**config.mk**
```make
export PLATFORM = sky130hd
export DESIGN_NAME = fifo_queue_with_search_core
export DESIGN_NICKNAME = d
export VERILOG_FILES = /design/src/design/qws_pkg.sv /design/src/design/qws_cell.sv /design/src/design/fifo_queue_with_search_core.sv
export SDC_FILE = /design/constraint.sdc
export NUM_CORES = 1
export LEC_CHECK = 0
export BUFFER_PORTS_ARGS = -buffer_cell sky130_fd_sc_hd__buf_2
export CAP_MARGIN = 40
export CORE_ASPECT_RATIO = 2
export CORE_MARGIN = 5
export CORE_UTILIZATION = 68
export CTS_BUF_LIST = sky130_fd_sc_hd__clkbuf_8 sky130_fd_sc_hd__clkbuf_16
export DETAILED_ROUTE_END_ITERATION = 10
export GPL_ROUTABILITY_DRIVEN = 0
export PLACE_DENSITY = 0.87
export REMOVE_ABC_BUFFERS = 1
export SYNTH_ARGS = -nofsm -noshare
export SYNTH_HDL_FRONTEND = slang
export SYNTH_SLANG_ARGS = --single-unit
```
**constraint.sdc**
```tcl
create_clock -name clk -period 9.5 [get_ports clk]
set_clock_uncertainty 0.1 [all_clocks]
set_input_delay 0.95 -clock clk [delete_from_list [all_inputs] [get_ports clk]]
set_output_delay 0.95 -clock clk [all_outputs]
set_load 0.01 [all_outputs]
```
**src/design/qws_pkg.sv**
```systemverilog
// shared types and constants for the fifo queue with search
package qws_pkg;

  localparam int QUEUE_DEPTH = 16;
  localparam int CNT_W       = $clog2(QUEUE_DEPTH + 1);
  localparam int POS_W       = $clog2(QUEUE_DEPTH + 1);
  localparam int DATA_W      = 32;
  localparam int REQ_W       = 2;
  localparam int STATUS_W    = 2;
  localparam int FOUND_W     = 5;

  localparam logic [REQ_W-1:0] REQ_PUSH   = REQ_W'(0);
  localparam logic [REQ_W-1:0] REQ_POP    = REQ_W'(1);
  localparam logic [REQ_W-1:0] REQ_SEARCH = REQ_W'(2);

  localparam logic [STATUS_W-1:0] ST_OK       = STATUS_W'(0);
  localparam logic [STATUS_W-1:0] ST_EMPTY    = STATUS_W'(1);
  localparam logic [STATUS_W-1:0] ST_FULL     = STATUS_W'(2);
  localparam logic [STATUS_W-1:0] ST_NOTFOUND = STATUS_W'(3);

  typedef logic signed [DATA_W-1:0] data_t;

  // control broadcast to every cell of the chain
  typedef struct packed {
    logic  pop;
    logic  search;
    data_t data;
  } cell_ctl_t;

endpackage

```
**src/design/qws_cell.sv**
```systemverilog
// one queue cell: holds an entry, shifts toward the head on pop, compares on search
module qws_cell (
  input  logic              clk,
  input  qws_pkg::cell_ctl_t ctl,
  input  logic              wr_en,
  input  logic              occupied,
  input  qws_pkg::data_t    right_value,
  output qws_pkg::data_t    value,
  output logic              match
);
  import qws_pkg::*;

  always_ff @(posedge clk) begin
    if (ctl.pop) begin
      value <= right_value;
    end else if (wr_en) begin
      value <= ctl.data;
    end
    if (ctl.search) begin
      match <= occupied && (value == ctl.data);
    end
  end

endmodule

```
**src/design/fifo_queue_with_search_core.sv**
```systemverilog
// top level of the fifo queue with search: cell chain, request control, result register
//
// A bounded FIFO of signed 32-bit values built as a chain of QUEUE_DEPTH cells,
// with cell 0 always holding the oldest entry. Each request beat gives exactly
// one response beat. A push writes the cell just past the last occupied one and
// a pop shifts the whole chain one cell toward the head, so both finish in the
// accept cycle: one request per cycle unless stalled. In a search, every cell
// compares its entry with the search value and registers a match bit, then a
// two-level priority encoder over the match bits picks the first hit from the
// head. The request side stalls while a search is resolving, and also while a
// finished response sits in the output register under stall. Push onto a full
// queue answers status full, pop from an empty queue answers status empty with
// a zero value, a search without a hit answers not-found with position zero,
// and the unused request code is answered ok with everything zero. The store
// needs no clearing after reset; only occupied cells are ever read.
module fifo_queue_with_search_core (
  input  logic                          clk,
  input  logic                          rst,
  input  logic                          req_valid,
  output logic                          req_stall,
  input  logic [qws_pkg::REQ_W-1:0]     req_type,
  input  qws_pkg::data_t                data_value,
  output logic                          rsp_valid,
  input  logic                          rsp_stall,
  output logic [qws_pkg::STATUS_W-1:0]  status,
  output qws_pkg::data_t                popped_value,
  output logic [qws_pkg::FOUND_W-1:0]   found_position
);
  import qws_pkg::*;

  localparam int GRP_N = (QUEUE_DEPTH + 3) / 4;

  // entry count and search-in-flight flag
  logic [CNT_W-1:0] cnt;
  logic             pend;

  logic accept;
  logic do_push;
  logic do_pop;
  logic do_search;
  logic rsp_free;
  logic load_req;
  logic load_search;

  cell_ctl_t              ctl;
  data_t                  cell_value [QUEUE_DEPTH];
  logic [QUEUE_DEPTH-1:0] match;
  logic [QUEUE_DEPTH-1:0] wr_en;
  logic [QUEUE_DEPTH-1:0] occupied;

  logic [GRP_N*4-1:0] match_pad;
  logic [GRP_N-1:0]   grp_hit;
  logic [1:0]         grp_off [GRP_N];
  logic [POS_W-1:0]   pos;

  logic [STATUS_W-1:0] res_status;
  data_t               res_popped;

  // output register is free when empty or being drained this cycle
  assign rsp_free  = !rsp_valid || !rsp_stall;
  assign req_stall = pend || !rsp_free;
  assign accept    = req_valid && !req_stall;

  assign do_push   = accept && (req_type == REQ_PUSH) && (cnt != CNT_W'(QUEUE_DEPTH));
  assign do_pop    = accept && (req_type == REQ_POP) && (cnt != '0);
  assign do_search = accept && (req_type == REQ_SEARCH);

  // searches answer from the registered match bits once the output register is free, everything else answers at once
  assign load_req    = accept && (req_type != REQ_SEARCH);
  assign load_search = pend && rsp_free;

  assign ctl.pop    = do_pop;
  assign ctl.search = do_search;
  assign ctl.data   = data_value;

  // the cell chain, head at index 0
  for (genvar i = 0; i < QUEUE_DEPTH; i++) begin : g_cell
    data_t right_value;

    assign occupied[i] = (CNT_W'(i) < cnt);
    assign wr_en[i]    = do_push && (cnt == CNT_W'(i));

    if (i == QUEUE_DEPTH - 1) begin : g_tail
      assign right_value = cell_value[i];
    end else begin : g_mid
      assign right_value = cell_value[i+1];
    end

    qws_cell u_cell (
      .clk         (clk),
      .ctl         (ctl),
      .wr_en       (wr_en[i]),
      .occupied    (occupied[i]),
      .right_value (right_value),
      .value       (cell_value[i]),
      .match       (match[i])
    );
  end

  // first hit from the head: lowest hit inside each group of four, then lowest group
  assign match_pad = (GRP_N*4)'(match);

  always_comb begin
    for (int g = 0; g < GRP_N; g++) begin
      grp_hit[g] = |match_pad[g*4 +: 4];
      grp_off[g] = 2'd0;
      for (int j = 3; j >= 0; j--) begin
        if (match_pad[g*4 + j]) begin
          grp_off[g] = 2'(j);
        end
      end
    end
  end

  always_comb begin
    pos = '0;
    for (int g = GRP_N - 1; g >= 0; g--) begin
      if (grp_hit[g]) begin
        pos = POS_W'(g*4 + int'(grp_off[g]) + 1);
      end
    end
  end

  // result of a push, pop or unused code
  always_comb begin
    res_status = ST_OK;
    res_popped = '0;
    case (req_type)
      REQ_PUSH: begin
        if (cnt == CNT_W'(QUEUE_DEPTH)) begin
          res_status = ST_FULL;
        end
      end
      REQ_POP: begin
        if (cnt == '0) begin
          res_status = ST_EMPTY;
        end else begin
          res_popped = cell_value[0];
        end
      end
      default: begin
        res_status = ST_OK;
      end
    endcase
  end

  always_ff @(posedge clk) begin
    if (rst) begin
      cnt       <= '0;
      pend      <= 1'b0;
      rsp_valid <= 1'b0;
    end else begin
      if (do_push) begin
        cnt <= cnt + CNT_W'(1);
      end else if (do_pop) begin
        cnt <= cnt - CNT_W'(1);
      end

      if (do_search) begin
        pend <= 1'b1;
      end else if (load_search) begin
        pend <= 1'b0;
      end

      if (load_req || load_search) begin
        rsp_valid <= 1'b1;
      end else if (!rsp_stall) begin
        rsp_valid <= 1'b0;
      end
    end
  end

  // response payload
  always_ff @(posedge clk) begin
    if (load_search) begin
      status         <= (pos == '0) ? ST_NOTFOUND : ST_OK;
      popped_value   <= '0;
      found_position <= FOUND_W'(pos);
    end else if (load_req) begin
      status         <= res_status;
      popped_value   <= res_popped;
      found_position <= '0;
    end
  end

  // count never passes the queue depth
  a_cnt_bound: assert property (@(posedge clk) disable iff (rst)
    cnt <= CNT_W'(QUEUE_DEPTH))
    else $error("entry count beyond queue depth");

  // a pending search resolves as soon as the output register is free
  a_search_done: assert property (@(posedge clk) disable iff (rst)
    pend && rsp_free |=> !pend && rsp_valid)
    else $error("search result not delivered");

  // an accepted pop on a non-empty queue takes exactly one entry
  a_pop_count: assert property (@(posedge clk) disable iff (rst)
    accept && (req_type == REQ_POP) && (cnt != '0) |=> cnt == $past(cnt) - CNT_W'(1))
    else $error("pop did not decrement entry count");

  // a response only appears after an accepted request or a resolved search
  a_rsp_source: assert property (@(posedge clk) disable iff (rst)
    $rose(rsp_valid) |-> $past(load_req || load_search))
    else $error("response beat without a request");

endmodule

```
# [Yosys cells after proc, flatten, opt, wreduce, memory -nomap -nowiden]
# Cells that the tools add are included.
[classes] muxes=66 n_addsub=9 n_eq_ne=37 bitwise=1 magnitude_cmp=16 n_reduce_logical=74
[ops] cell="two-way mux 32 bit" n=32
[ops] cell="== test 32 bit" n=16
[ops] cell="== test 5 x 4 -> 1 bit (second input constant)" n=8
[ops] cell="logical AND 1 bit" n=40
[ops] cell="less-than comparator 4 x 5 -> 1 bit (first input constant)" n=8
[ops] cell="two-way mux 2 bit" n=20
[ops] cell="two-way mux 5 bit" n=8
[ops] cell="nonzero test 2 bit" n=18
[ops] cell="== test 5 x 3 -> 1 bit (second input constant)" n=4
[ops] cell="less-than comparator 3 x 5 -> 1 bit (first input constant)" n=4
[ops] cell="OR reduction 4 bit" n=4
[ops] cell="adder 5 x 1 -> 5 bit (second input constant)" n=3
[ops] cell="adder 4 x 2 -> 5 bit (first input constant)" n=2
[ops] cell="== test 5 x 2 -> 1 bit (second input constant)" n=2
[ops] cell="zero test 5 bit" n=2
[ops] cell="less-than comparator 1 x 5 -> 1 bit (first input constant)" n=2
[ops] cell="less-than comparator 2 x 5 -> 1 bit (first input constant)" n=2
[ops] cell="adder 4 x 1 -> 5 bit (second input constant)" n=1
[ops] cell="== test 5 x 1 -> 1 bit (second input constant)" n=1
[ops] cell="== test 5 bit (second input constant)" n=1
[ops] cell="two-way mux 1 bit" n=5
[ops] cell="!= test 5 bit (second input constant)" n=1
[ops] cell="nonzero test 5 bit" n=1
[ops] cell="subtractor 5 x 1 -> 5 bit (second input constant)" n=1
[ops] cell="12 further kinds" n=17
[word_totals] reg_bits=574 output_inout_bits=41 elab_cells=241

# [Depth between registers and ports, before layout]
# Gate-level depths: netlist of run 1.
[depth] word_depth=13 mapped_depth=9 depth_no_buf=9

# [Hierarchy]
# A second synthesis of run 1 with hierarchy kept.
[hier_totals] hier_cells=2070 area_unflattened_um2=30021.3
[by_module_without_submodules] module="qws_cell" instances=16 area_each_um2=1732.9 seq_area_each_um2=991.0 cells_each=114
[by_module_without_submodules] module="fifo_queue_with_search_core" instances=1 area_each_um2=2294.7 seq_area_each_um2=991.0 cells_each=246

# [Worst setup path before layout of run 1]
# No wires, ideal clock.
[synth_timing] path_kind="input to register" startpoint="input rsp_stall" endpoint="register g_cell[13].u_cell.value[0] (enable)" cell_stages=6 t_arrival_ns=3.431 setup_time_ns=0.428 setup_slack_ns=5.541 required_ns=8.972 path_cell_list="a21oi_2 -> inv_2 -> or2_2 -> nor2_1 -> nand3b_1 -> o21bai_1"
[synth_between] elab_chain_len=10 word_cells_on_any_way=12
[synth_rtl] element="from (decl)" line="fifo_queue_with_search_core.sv:24" text="input logic rsp_stall,"
[synth_rtl] element="zero test 1 bit (*)"
[synth_rtl] element="logical OR 1 bit (*)" line="fifo_queue_with_search_core.sv:60" text="assign rsp_free = !rsp_valid || !rsp_stall;"
[synth_rtl] element="zero test 1 bit (*)" line="fifo_queue_with_search_core.sv:61" text="assign req_stall = pend || !rsp_free;"
[synth_rtl] element="logical OR 1 bit (*)" line="fifo_queue_with_search_core.sv:61"
[synth_rtl] element="named net req_stall" line="fifo_queue_with_search_core.sv:20" text="output logic req_stall,"
[synth_rtl] element="zero test 1 bit (*)" line="fifo_queue_with_search_core.sv:62" text="assign accept = req_valid && !req_stall;"
[synth_rtl] element="logical AND 1 bit (*)" line="fifo_queue_with_search_core.sv:62"
[synth_rtl] element="logical AND 1 bit (2 in a row)" line="fifo_queue_with_search_core.sv:64" text="assign do_push = accept && (req_type == REQ_PUSH) && (cnt != CNT_W'(QUEUE_DEPTH));"
[synth_rtl] element="logical AND 1 bit" line="fifo_queue_with_search_core.sv:81" text="assign wr_en[i] = do_push && (cnt == CNT_W'(i));"
[synth_rtl] element="nonzero test 2 bit (no line) (*)"
[synth_rtl] element="to (signal assigned)" line="qws_cell.sv:15" text="value <= right_value;"
[synth_rtl] element="to (signal assigned)" line="qws_cell.sv:17" text="value <= ctl.data;"
[synth_rtl] element="to (decl)" line="qws_cell.sv:8" text="output qws_pkg::data_t value,"
# The timed path passes the listed nets; every way through them passes the cells marked *.
# A chain may end at the register's enable or synchronous reset.

# [Final worst setup path of run 1]
[layout_timing] startpoint="register cnt[1]" endpoint="register g_cell[0].u_cell.value[21] (data pin)"
[layout_between] elab_chain_len=3
[layout_rtl] element="from (decl)" line="fifo_queue_with_search_core.sv:34" text="logic [CNT_W-1:0] cnt;"
[layout_rtl] element="from (signal assigned)" line="fifo_queue_with_search_core.sv:154" text="cnt <= cnt + CNT_W'(1);"
[layout_rtl] element="from (signal assigned)" line="fifo_queue_with_search_core.sv:156" text="cnt <= cnt - CNT_W'(1);"
[layout_rtl] element="nonzero test 5 bit" line="fifo_queue_with_search_core.sv:65" text="assign do_pop = accept && (req_type == REQ_POP) && (cnt != '0);"
[layout_rtl] element="logical AND 1 bit" line="fifo_queue_with_search_core.sv:65"
[layout_rtl] element="two-way mux 32 bit" line="qws_cell.sv:14" text="if (ctl.pop) begin"
[layout_rtl] element="to (signal assigned)" line="qws_cell.sv:15"
[layout_rtl] element="to (signal assigned)" line="qws_cell.sv:17"
[layout_rtl] element="to (decl)" line="qws_cell.sv:8"
# Every way passes these cells.

==> flow_metrics.tcl, run 1 <==
set metrics [dict create \
    status "finished clean" \
    rows 105 \
    worst_skew_pair.late_latency_ps 590 \
    globalRouteTotalUtil 0.371 \
    worst_ep_required_time_ps 9730 \
    syn-mean-instance-area_sq_um 13.2 \
    via_per_inst 6.79 \
    tns_ps 0 \
    timing.critical_path.buf_inv 4 \
    initial_util 0.687 \
    cts_hold_buffers 0 \
    area_delta_synth_final_pct 9.53 \
    clk_transition_reported_paths_ps 70 \
    finalWorstPathRequiredPeriod_ps 4300 \
    ratio_of_cells_with_drive_above_1_in_the_final_layout 0.109 \
    cts_root_buffer "sky130_fd_sc_hd__clkbuf_16" \
    place_area_sq_mm 0.0293 \
    kind_of_cell_adding_the_most_delay_to_the_critical_path "buffers and inverters" \
    chipHeight_um 298 \
    post_layout_nonfiller_instances 2743 \
    antenna_found_initial 0 \
    final.fill_count 2456 \
    yosysUniqueCellTypes 54 \
    synth_seq_cells 574 \
    slew_viol_final 0 \
    cts_num_sinks 574 \
    irDropWorstVdd_v 0.000162 \
    regArea_sq_mm 0.0168 \
    multiInputGateArea_sq_mm 0.0107 \
    clockBufferDepth 3 \
    achievable-frequency_mhz 232 \
    crit_type "flip-flop to flip-flop" \
    hp-class "flip-flop to flip-flop" \
    critPathLaunchType "flip-flop" \
    reg2regPathDepth 8 \
    core-area_sq_mm 0.0411 \
    post_cts_repair_timing_setup_buffer_count 0 \
    design.die.area_sq_mm 0.0460 \
    cts_tree "done" \
    sequential_to_total_area_share_from_yosys_stat 0.596 \
    final_net_count 2219 \
    worstHoldPathCells 1 \
    power_dens_cells_mw_per_mm2 179 \
    post-route-drc-count 0 \
    tightest_slew_ps 1040 \
    yosys_warnings 0 \
    timing.critical_path.mode_cell "sky130_fd_sc_hd__buf_4" \
    cellLeakagePower_nw 12.7 \
    finalHoldWorstSlack_ps 374 \
    critical_path.cell_chain "inv_1 -> ha_1 -> a2111oi_4 -> buf_12 -> buf_4 -> nor2b_1 -> buf_4 -> a21o_1" \
    synth_enable_flop_cells 535 \
    crit_fanout 182 \
    synthesis.area_sq_mm 0.0283 \
    postSynthCellCount 2134 \
    detailed_place_hpwl_mm 60.4 \
    cts-buffers-inserted 48 \
    max_stage_delay_ps 690 \
    htreeDepth 2 \
    grt-ovfl-total 0 \
    layout.cell_area.non_filler_sq_mm 0.0310 \
    critPathCaptureType "flip-flop" \
    cp_data_arrival_time_ps 4530 \
    first_global_vias 19100 \
    diodes 0 \
    netlist_top_cells_area "sky130_fd_sc_hd__edfxtp_1 (57%), sky130_fd_sc_hd__a21o_1 (13%), sky130_fd_sc_hd__xor2_1 (9.8%), sky130_fd_sc_hd__xnor2_1 (6.1%), sky130_fd_sc_hd__dfxtp_1 (2.8%)" \
    timing.slew.headroom 0.300 \
    fraction_of_registers_with_async_set_reset 0 \
    routed_wirelength_mm 85.4 \
    timing.critical_path.depth 8 \
    max-cap-violations 0 \
    layout_worst_path_cycle_share 0.453 \
    grt_first_pass_wirelength_mm 124 \
    wl_per_cell_um 31.1 \
    rsz0062_at_grt "false" \
    detail_route.iter0.violations 2303 \
    cts_resized 0 \
    synth_top_cell_area_share 0.568 \
    num_io_pins 79 \
    post-synth-top-area-cell "sky130_fd_sc_hd__edfxtp_1" \
    drt_pass1_iterations 5 \
    setup_violations_final 0 \
    die_width_um 154 \
    antenna_left 0 \
    number_of_vias_after_detailed_routing 18600 \
    final_hold_viol_count 0 \
    synth_flop_cell "sky130_fd_sc_hd__edfxtp_1" \
    maximum_number_of_pins_on_one_net_before_global_route_repair 183 \
    portBuffers 78 \
    placed_cells_incl_taps 2646 \
    critical-path-slowest-cell "sky130_fd_sc_hd__a2111oi_4" \
]
[metrics by stage]
| step | total power [mW] | util | setup slack [ps] |
|---|---|---|---|
| 3_5_place_dp | 3.48 | 0.712 | 5140 |
| 3_3_place_gp | 3.44 | 0.703 | 5210 |
| 4_1_cts | 5.53 | 0.751 | 5200 |
| 2_1_floorplan | 3.26 | - | -8630 |
| 6_report | 5.55 | 0.753 | 5200 |
| 5_1_grt | 5.68 | 0.753 | 5070 |
[synth_stat cells, types with 2 or more instances]
cell type,n
sky130_fd_sc_hd__xor2_1,316
sky130_fd_sc_hd__a22oi_1,2
sky130_fd_sc_hd__buf_1,4
sky130_fd_sc_hd__o2111ai_1,3
sky130_fd_sc_hd__a21o_1,487
sky130_fd_sc_hd__and3_1,2
sky130_fd_sc_hd__clkbuf_1,68
sky130_fd_sc_hd__edfxtp_1,535
sky130_fd_sc_hd__mux2i_1,2
sky130_fd_sc_hd__nor4_1,92
sky130_fd_sc_hd__a2111oi_0,4
sky130_fd_sc_hd__ha_1,9
sky130_fd_sc_hd__buf_2,95
sky130_fd_sc_hd__a31oi_1,3
sky130_fd_sc_hd__nand4_1,59
sky130_fd_sc_hd__xnor2_1,198
sky130_fd_sc_hd__a22o_1,31
sky130_fd_sc_hd__a211o_1,2
sky130_fd_sc_hd__inv_1,10
sky130_fd_sc_hd__o21a_1,3
sky130_fd_sc_hd__o21ai_0,3
sky130_fd_sc_hd__nor2b_1,36
sky130_fd_sc_hd__nand2b_1,4
sky130_fd_sc_hd__o311ai_0,2
sky130_fd_sc_hd__or4_1,3
sky130_fd_sc_hd__or3_1,2
sky130_fd_sc_hd__o21bai_1,5
sky130_fd_sc_hd__nand3_1,21
sky130_fd_sc_hd__nand3b_1,2
sky130_fd_sc_hd__o22ai_1,2
sky130_fd_sc_hd__nand2_1,13
sky130_fd_sc_hd__a21oi_1,9
sky130_fd_sc_hd__o211ai_1,2
sky130_fd_sc_hd__dfxtp_1,39
sky130_fd_sc_hd__nor3_1,15
sky130_fd_sc_hd__and2_1,5
sky130_fd_sc_hd__nor2_1,29
[cell type report]
| class | instances | share of cell area |
|---|---|---|
| tap | 535 | 0.0216 |
| clock inverter | 37 | 0.0129 |
| sequential | 574 | 0.544 |
| inverter | 11 | 0.00133 |
| clock buffer | 49 | 0.0396 |
| timing repair buffer | 155 | 0.0346 |
| multi-input combinational | 1382 | 0.346 |
[final timing paths]
check	startpoint	slack, ps	endpoint
max reg2reg	cnt[1]	5200	g_cell[0].u_cell.value[21]
max	cnt[1]	5200	g_cell[0].u_cell.value[21]
min	popped_value[9]	370	popped_value[9]
min reg2reg	popped_value[9]	370	popped_value[9]
[registers in the layout, summed over array words and instances, names as in the netlist]
signal,flops
g_cell.u_cell.value,512
popped_value,32
g_cell.u_cell.match,16
cnt,5
found_position,5
status,2
pend,1
rsp_valid,1
[per-layer routing]
layer,share of wire,vias to the layer above,GRT usage
met2,0.51,1188,0.639
met3,0.069,355,0.0505
met5,0,-,0
met1,0.29,9169,0.376
li1,-,7924,-
met4,0.13,0,0.358
[power by group]
group | total, mW | internal (mW) | switching, mW
sequential | 2.87 | 2.84 | 0.0363
clock | 2.10 | 1.18 | 0.919
combinational | 0.583 | 0.206 | 0.377
[logic make-up (layout without fill, tap and decap cells)]
kind of cell	after synthesis	in the layout	share of synthesized area
DFF	574	574	0.596
and+or+nand+nor	287	287	0.0587
xor gates and xnor gates	514	514	0.159
buffers and inverters	178	252	0.0278
adders and majority gates	9	9	0.00398
AOI/OAI and AO/OA	569	569	0.153
muxes	3	3	0.00111
[worst reg2reg max path, stage by stage (launching register included)]
cell	delay, ps
sky130_fd_sc_hd__dfxtp_1	610
sky130_fd_sc_hd__inv_1	260
sky130_fd_sc_hd__ha_1	370
sky130_fd_sc_hd__a2111oi_4	690
sky130_fd_sc_hd__buf_12	580
sky130_fd_sc_hd__buf_4	680
sky130_fd_sc_hd__nor2b_1	310
sky130_fd_sc_hd__buf_4	250
sky130_fd_sc_hd__a21o_1	200
[placed cells by master, fill, tap and decap left out, drive strengths merged, types with 4 or more instances in the layout]
master,instances
nand2,13
nor2,29
a21oi,10
xnor2,198
xor2,316
inv,20
edfxtp,535
a21o,487
a22o,31
clkinv,18
dfxtp,39
buf,144
nor2b,36
ha,9
o21bai,5
nand2b,4
clkbuf,57
nor4,92
bufinv,9
nand3,21
nor3,16
and2,5
a2111oi,5
nand4,59
No activity file was read; power rests on OpenSTA's default activity.
==> inputs of run 2 (changes only) <==
--- a/config.mk
+++ b/config.mk
@@ -9,11 +9,11 @@
 export CAP_MARGIN = 40
 export CORE_ASPECT_RATIO = 2
 export CORE_MARGIN = 5
-export CORE_UTILIZATION = 68
+export CORE_UTILIZATION = 57
 export CTS_BUF_LIST = sky130_fd_sc_hd__clkbuf_8 sky130_fd_sc_hd__clkbuf_16
 export DETAILED_ROUTE_END_ITERATION = 10
 export GPL_ROUTABILITY_DRIVEN = 0
-export PLACE_DENSITY = 0.87
+export PLACE_DENSITY = 0.78
 export REMOVE_ABC_BUFFERS = 1
 export SYNTH_ARGS = -nofsm -noshare
 export SYNTH_HDL_FRONTEND = slang
==> constraint.sdc (replaced) <==
create_clock -name clk -period 3.8 [get_ports clk]
set_clock_uncertainty 0.1 [all_clocks]
set_input_delay 0.38 -clock clk [delete_from_list [all_inputs] [get_ports clk]]
set_output_delay 0.38 -clock clk [all_outputs]
set_load 0.01 [all_outputs]
==> flow_metrics.tcl, run 2 (synthesized netlist as in run 1, its figures left out) <==
set metrics [dict create \
    first_global_vias 18900 \
    die_width_um 167 \
    via_per_inst 6.29 \
    critPathLaunchType "flip-flop" \
    detail_route.iter0.violations 1943 \
    num_io_pins 79 \
    worst_ep_required_time_ps 3940 \
    met2_length_mm 41.9 \
    post-route-drc-count 0 \
    critical-path-slowest-cell "sky130_fd_sc_hd__nor4_1" \
    ratio_of_cells_with_drive_above_1_in_the_final_layout 0.122 \
    cts_root_buffer "sky130_fd_sc_hd__clkbuf_16" \
    grt_first_pass_wirelength_mm 121 \
    cts_resized 0 \
    globalRouteTotalUtil 0.303 \
    layout.cell_area.non_filler_sq_mm 0.0313 \
    fin_ws_ps 575 \
    detailroute.wirelength.met3_mm 3.26 \
    max-cap-violations 0 \
    power.share.combinational 0.106 \
    portBuffers 78 \
    setup_violations_final 0 \
    number_of_vias_after_detailed_routing 18200 \
    final_net_count 2259 \
    route.top_layer_used "met4" \
    largestRegisters "g_cell.u_cell.value (512), popped_value (32), g_cell.u_cell.match (16)" \
    cts-buffers-inserted 49 \
    antenna_found_initial 1 \
    finalWorstPathRequiredPeriod_ps 3230 \
    post_cts_repair_timing_setup_buffer_count 0 \
    layout_worst_path_cycle_share 0.849 \
    hp-class "primary input to flip-flop" \
    chipHeight_um 325 \
    switching_power_mw 3.30 \
    crit_type "flip-flop to flip-flop" \
    routed_wirelength_mm 83.4 \
    status "finished clean" \
    rsz0062_at_grt "false" \
    initial_util 0.574 \
    grt-ovfl-total 0 \
    largest_register_ffs 512 \
    antenna_left 0 \
    cts_tree "done" \
    highest_count_cells_in_the_layout_ignoring_fill_and_taps "sky130_fd_sc_hd__edfxtp_1 (535), sky130_fd_sc_hd__a21o_1 (487), sky130_fd_sc_hd__xor2_1 (316), sky130_fd_sc_hd__xnor2_1 (198), sky130_fd_sc_hd__buf_4 (101)" \
    max_stage_delay_ps 640 \
    clk_transition_reported_paths_ps 70 \
    timing.slew.headroom 0.302 \
    htreeDepth 2 \
    drt_pass1_iterations 5 \
    tightest_slew_ps 1040 \
    slew_viol_final 0 \
    top_register_by_number_of_flip_flops "g_cell.u_cell.value" \
    met1Wirelength_mm 24.9 \
    critical_path.cell_chain "inv_1 -> ha_1 -> nor4bb_1 -> nor4_1 -> and2_1 -> a21o_1 -> buf_4" \
    power.clock.fraction 0.368 \
    area_delta_synth_final_pct 10.7 \
    power_frac_seq 0.525 \
    cts_num_sinks 574 \
    achievable-frequency_mhz 310 \
    maximum_number_of_pins_on_one_net_before_global_route_repair 60 \
    power_dens_cells_mw_per_mm2 436 \
    irDropWorstVdd_v 0.000439 \
    cp_data_arrival_time_ps 3370 \
    place_area_sq_mm 0.0297 \
    p_sw_frac 0.242 \
    design.die.area_sq_mm 0.0544 \
    tns_ps 0 \
    final_hold_viol_count 0 \
    core-area_sq_mm 0.0492 \
    mostFrequentLayoutCell "sky130_fd_sc_hd__edfxtp_1" \
    finalHoldWorstSlack_ps 22.8 \
    detailed_place_hpwl_mm 63.5 \
    cts_hold_buffers 2 \
    crit_fanout 32 \
    p_int_mw 10.4 \
    cellLeakagePower_nw 12.9 \
    critPathCaptureType "flip-flop" \
    dp_slack_ps 672 \
    clockBufferDepth 3 \
    rows 115 \
    wl_per_cell_um 28.8 \
    worst_skew_pair.late_latency_ps 600 \
]
-- run 2: worst paths after layout --
kind,start,endpoint,slack (ps),cells after the start
setup / recovery,cnt[1],g_cell[1].u_cell.value[4],570,7
hold / removal,req_valid,rsp_valid,20,3
setup reg to reg,cnt[1],g_cell[1].u_cell.value[4],570,7
hold reg to reg,popped_value[10],popped_value[10],370,1
-- run 2: critical path: cells and delay by family (launching register included) --
family,cells,cell delay (ps)
and+or+nand+nor,3,1140
buffers and inverters,2,600
DFF,1,510
adders and majority gates,1,340
AOI/OAI and AO/OA,1,140
-- run 2: area by class of cell --
class / instances / area (sq um)
antenna: 1 / 2.50
clock buffer: 55 / 1310
clock inverter: 33 / 251
fill: 3657 / 17900
inverter: 11 / 41.3
multi-input combinational: 1382 / 10700
sequential: 574 / 16800
tap: 643 / 805
timing repair buffer: 194 / 1330
-- run 2: power by group through the flow --
stage	clock network, mW	logic [mW]	registers [mW]
final	5.03	1.45	7.17
after global routing	5.30	1.52	7.18
after floorplan	0	0.857	7.30
after global placement	0	1.34	7.30
after detailed placement	0	1.41	7.31
after CTS	5.06	1.43	7.17
-- run 2: through the flow --
| stage | total power [mW] | cells | util |
|---|---|---|---|
| after floorplan | 8.16 | 1967 | - |
| after global placement | 8.64 | 2772 | 0.598 |
| after detailed placement | 8.72 | 2799 | 0.603 |
| after CTS | 13.7 | 2889 | 0.635 |
| after global routing | 14.0 | 2892 | 0.636 |
| final | 13.7 | 2893 | 0.636 |
-- run 2: per-layer routing --
layer / vias up / GRT usage
met2: 800 / 0.517
met3: 351 / 0.0347
li1: 7999 / -
met1: 9055 / 0.284
met5: - / 0
met4: 0 / 0.363
